### src/rtl/core/tln_mul.sv
// shared 32x32 multiplier, product registered
module tln_mul (
    input  logic        i_clk,
    input  logic [31:0] i_a,
    input  logic [31:0] i_b,
    output logic [63:0] o_prod
);

    always_ff @(posedge i_clk) begin
        o_prod <= 64'(i_a) * 64'(i_b);
    end

endmodule

### config.mk
export PLATFORM = sky130hd
export DESIGN_NAME = tln_mul
export DESIGN_NICKNAME = d
export VERILOG_FILES = /design/src/rtl/core/tln_mul.sv
export SDC_FILE = /design/constraint.sdc
export NUM_CORES = 2
export LEC_CHECK = 0
export BUFFER_PORTS_ARGS = -buffer_cell sky130_fd_sc_hd__buf_2
export CAP_MARGIN = 25
export CORE_MARGIN = 4
export CORE_UTILIZATION = 50
export DETAILED_ROUTE_END_ITERATION = 6
export PLACE_DENSITY = 0.74
export SLEW_MARGIN = 20
export SYNTH_ARGS = -nofsm -noshare
export SYNTH_HDL_FRONTEND = slang
export SYNTH_SLANG_ARGS = --single-unit
### constraint.sdc
create_clock -name i_clk -period 8.7 [get_ports i_clk]
set_input_delay 1.74 -clock i_clk [delete_from_list [all_inputs] [get_ports i_clk]]
set_output_delay 1.74 -clock i_clk [all_outputs]
set_load 0.02 [all_outputs]
==> impl_metrics.py <==
metrics = {
    "critical_path": {
        "crit_top_cell": "fa_1",
        "critPathKind": "primary input to flip-flop",
        "worstPathRequired_ps": 8970,
        "slowest_delay_ps": 590,
        "start_kind": "primary input",
        "critPathMaxFanout": 10,
        "critPathSlowestCell": "fa_1",
        "cp.arrival_ps": 8820,
        "endpoint_kind": "flip-flop",
    },
    "finish": {
        "fillers": 6094,
        "reg_top3": "o_prod x64",
        "layout-drive-gt1-share_pct": 10.5,
        "largest_reg_flops": 64,
        "regMostFlops": "o_prod",
        "area_growth_pct": 10.0,
        "final_cells": 4850,
        "final_net_count": 5132,
    },
    "global_route": {
        "grt_pass1_wl_um": 147000,
        "grt_max_degree": 27,
        "grt_use_total_pct": 25.0,
        "grt_pass1_vias": 28500,
        "grt-ovfl-total": 0,
        "antenna_found_initial": 9,
    },
    "floorplan": {
        "rows": 96,
        "ios": 129,
        "start_util_pct": 50.5,
        "dieArea_um2": 73600,
        "dieHeight_um": 271,
        "die_w_um": 271,
        "coreArea_um2": 68700,
    },
    "timing": {
        "fin_setup_tns_ps": 0,
        "rsz0062_at_grt": "true",
        "worst_pin_slew_ps": 545,
        "period_minus_slack_ps": 8550,
        "max_freq_ghz": 0.117,
        "final_hold_viol_count": 0,
        "finalCritPeriodShare_pct": 98.3,
        "finalSetupViolCount": 0,
        "slew_headroom_pct": 63.4,
        "hold_slack_ps": 2070,
        "maxSlewViolCount": 0,
    },
    "clocking": {
        "clkSlewWorstSetupHoldPaths_ps": 60,
        "cts_root_buffer": "clkbuf_16",
        "clockBufferDepth": 2,
        "cts_hold_buf": 0,
        "cts_tree": "yes",
        "cts_setup_buffers": 0,
        "htreeDepth": 3,
        "numCtsBuffers": 9,
        "cts.sinks": 64,
        "post_cts_resized": 0,
    },
    "place": {
        "portBuffers": 128,
        "place_congestion": 0.907,
        "dpl.cell_count": 4828,
        "post-dp-hpwl_um": 78100,
    },
    "logic_synthesis": {
        "synth_ff_type": "dfxtp_1",
        "synth_edf_count": 0,
        "syn_nets": 4972,
        "avgSynthCellArea_um2": 9.25,
        "synth_warnings": 0,
        "yosysSeqAreaShare_pct": 3.69,
        "ys_types": 57,
        "syn_area_um2": 34700,
        "syn_inst": 3748,
        "synth.ff_latch_count": 64,
        "async_reset_ff_share_pct": 0,
    },
    "detailed_routing": {
        "drcViolationCount": 0,
        "wl_per_cell_um": 18.2,
        "num_vias": 25500,
        "drt_iter0_drc": 1425,
        "via_per_inst": 5.26,
        "firstDrtPassIters": 5,
        "final_antenna_net_count": 0,
        "wirelength_um": 88300,
    },
    "outcome": {
        "status": "complete, no violations",
    },
    "flow_run": {
        "max_cap_violations": 0,
    },
    "worst_hold_path": {
        "holdPathStages": 3,
        "hold-path-endpoint": "o_prod[0]",
        "min-delay-start": "i_a[0]",
        "hold_class": "primary input to flip-flop",
    },
}
## worst max-delay path: cells and delay by family
family                     cells  cell delay, ps
adders and majority gates      9            4300
AOI/OAI and AO/OA              4             660
xor gates and xnor gates       1             160
buffers and inverters          7             900
and+or+nand+nor                4            1040
## synth_stat cells, types with 3 or more instances
master / n / area (µm²)
a221o_1: 4 / 40.0
or4_1: 3 / 22.5
o21bai_1: 10 / 75.1
and3_1: 14 / 87.6
a221oi_4: 3 / 78.8
a21o_1: 40 / 300
o21ai_1: 5 / 25.0
buf_2: 6 / 30.0
nand2_1: 480 / 1800
or2_2: 3 / 18.8
clkbuf_1: 213 / 800
nand4_1: 23 / 144
o21ai_0: 21 / 105
xor2_1: 25 / 219
or3_1: 3 / 18.8
nand3_1: 10 / 50.1
o31ai_4: 3 / 63.8
nor3_1: 7 / 35.0
fa_1: 896 / 17900
a31oi_1: 12 / 75.1
and4_1: 3 / 26.3
a21oi_1: 63 / 315
o221ai_1: 3 / 26.3
o21a_1: 9 / 67.6
inv_1: 865 / 3250
a21boi_1: 3 / 22.5
ha_1: 263 / 3290
dfxtp_1: 64 / 1280
a211oi_1: 3 / 22.5
xnor2_1: 35 / 307
and2_1: 602 / 3770
a21oi_2: 3 / 26.3
nor2_1: 20 / 75.1
## cells in the final DEF, fill, tap and decap left out, types with 4 or more instances in the layout
master,instances
nand2_1,480
a221o_1,4
and3_1,14
fa_1,895
nand3_1,10
buf_12,22
dfxtp_1,64
buf_4,218
buf_2,118
a21oi_2,5
nor2_1,20
ha_1,262
o21a_1,9
a31oi_1,10
inv_1,865
a21oi_1,61
o21ai_1,5
a21o_1,40
nand4_1,23
and2_1,602
xor2_1,25
clkbuf_4,9
clkbuf_16,9
o21bai_1,10
xnor2_1,35
diode_2,7
o21ai_0,21
nor3_1,7
## layout make-up
type	instances	area [µm²]	share of cell area (%)
Antenna cell	7	17.5	0.0459
Clock buffer	9	225	0.590
Clock inverter	6	85.1	0.223
Inverter	865	3250	8.51
Multi-Input combinational cell	2599	29400	77.0
Sequential cell	64	1280	3.36
Tap cell	931	1160	3.05
Timing Repair Buffer	369	2760	7.23
## metrics by stage
| stage | utilization (%) | worst slack (ps) | cell area (µm²) |
|---|---|---|---|
| global route | 55.5 | -22.7 | 38100 |
| floorplan | - | 207 | 34700 |
| global placement | 54.9 | -110 | 37700 |
| detailed placement | 54.9 | -250 | 37700 |
| CTS | 55.4 | 81.5 | 38000 |
| finish | 55.5 | 150 | 38100 |
## cell families after synthesis
kind of cell / synth area share, %
XOR/XNOR: 1.52
buffers and inverters: 11.8
AND/OR/NAND/NOR: 17.6
flip-flops: 3.69
AO/OA/AOI/OAI: 4.15
multiplexers: 0.0289
adder cells (fa/ha/maj): 61.2
## routing by layer
layer | track usage [%] | up-vias | wire [µm]
met5 | 0 | - | 27
met4 | 11.2 | 4 | 4640
met3 | 3.36 | 279 | 4890
met2 | 44.9 | 895 | 46400
met1 | 30.0 | 13200 | 32400
li1 | - | 11200 | -
## how the worst max path moves through the flow
stage	slack (ps)	cells past startpoint	to	from
3_3_place_gp	-110	24	o_prod[58]	i_b[8]
5_1_grt	-20	24	o_prod[62]	i_b[2]
4_1_cts	80	24	o_prod[62]	i_b[8]
2_1_floorplan	210	25	o_prod[62]	i_a[25]
3_5_place_dp	-250	24	o_prod[62]	i_b[8]
6_report	150	25	o_prod[62]	i_a[11]
Power is left out: the tool's default activity adds up to more than one toggle a clock period on the data nets, which glitch-free logic cannot reach.
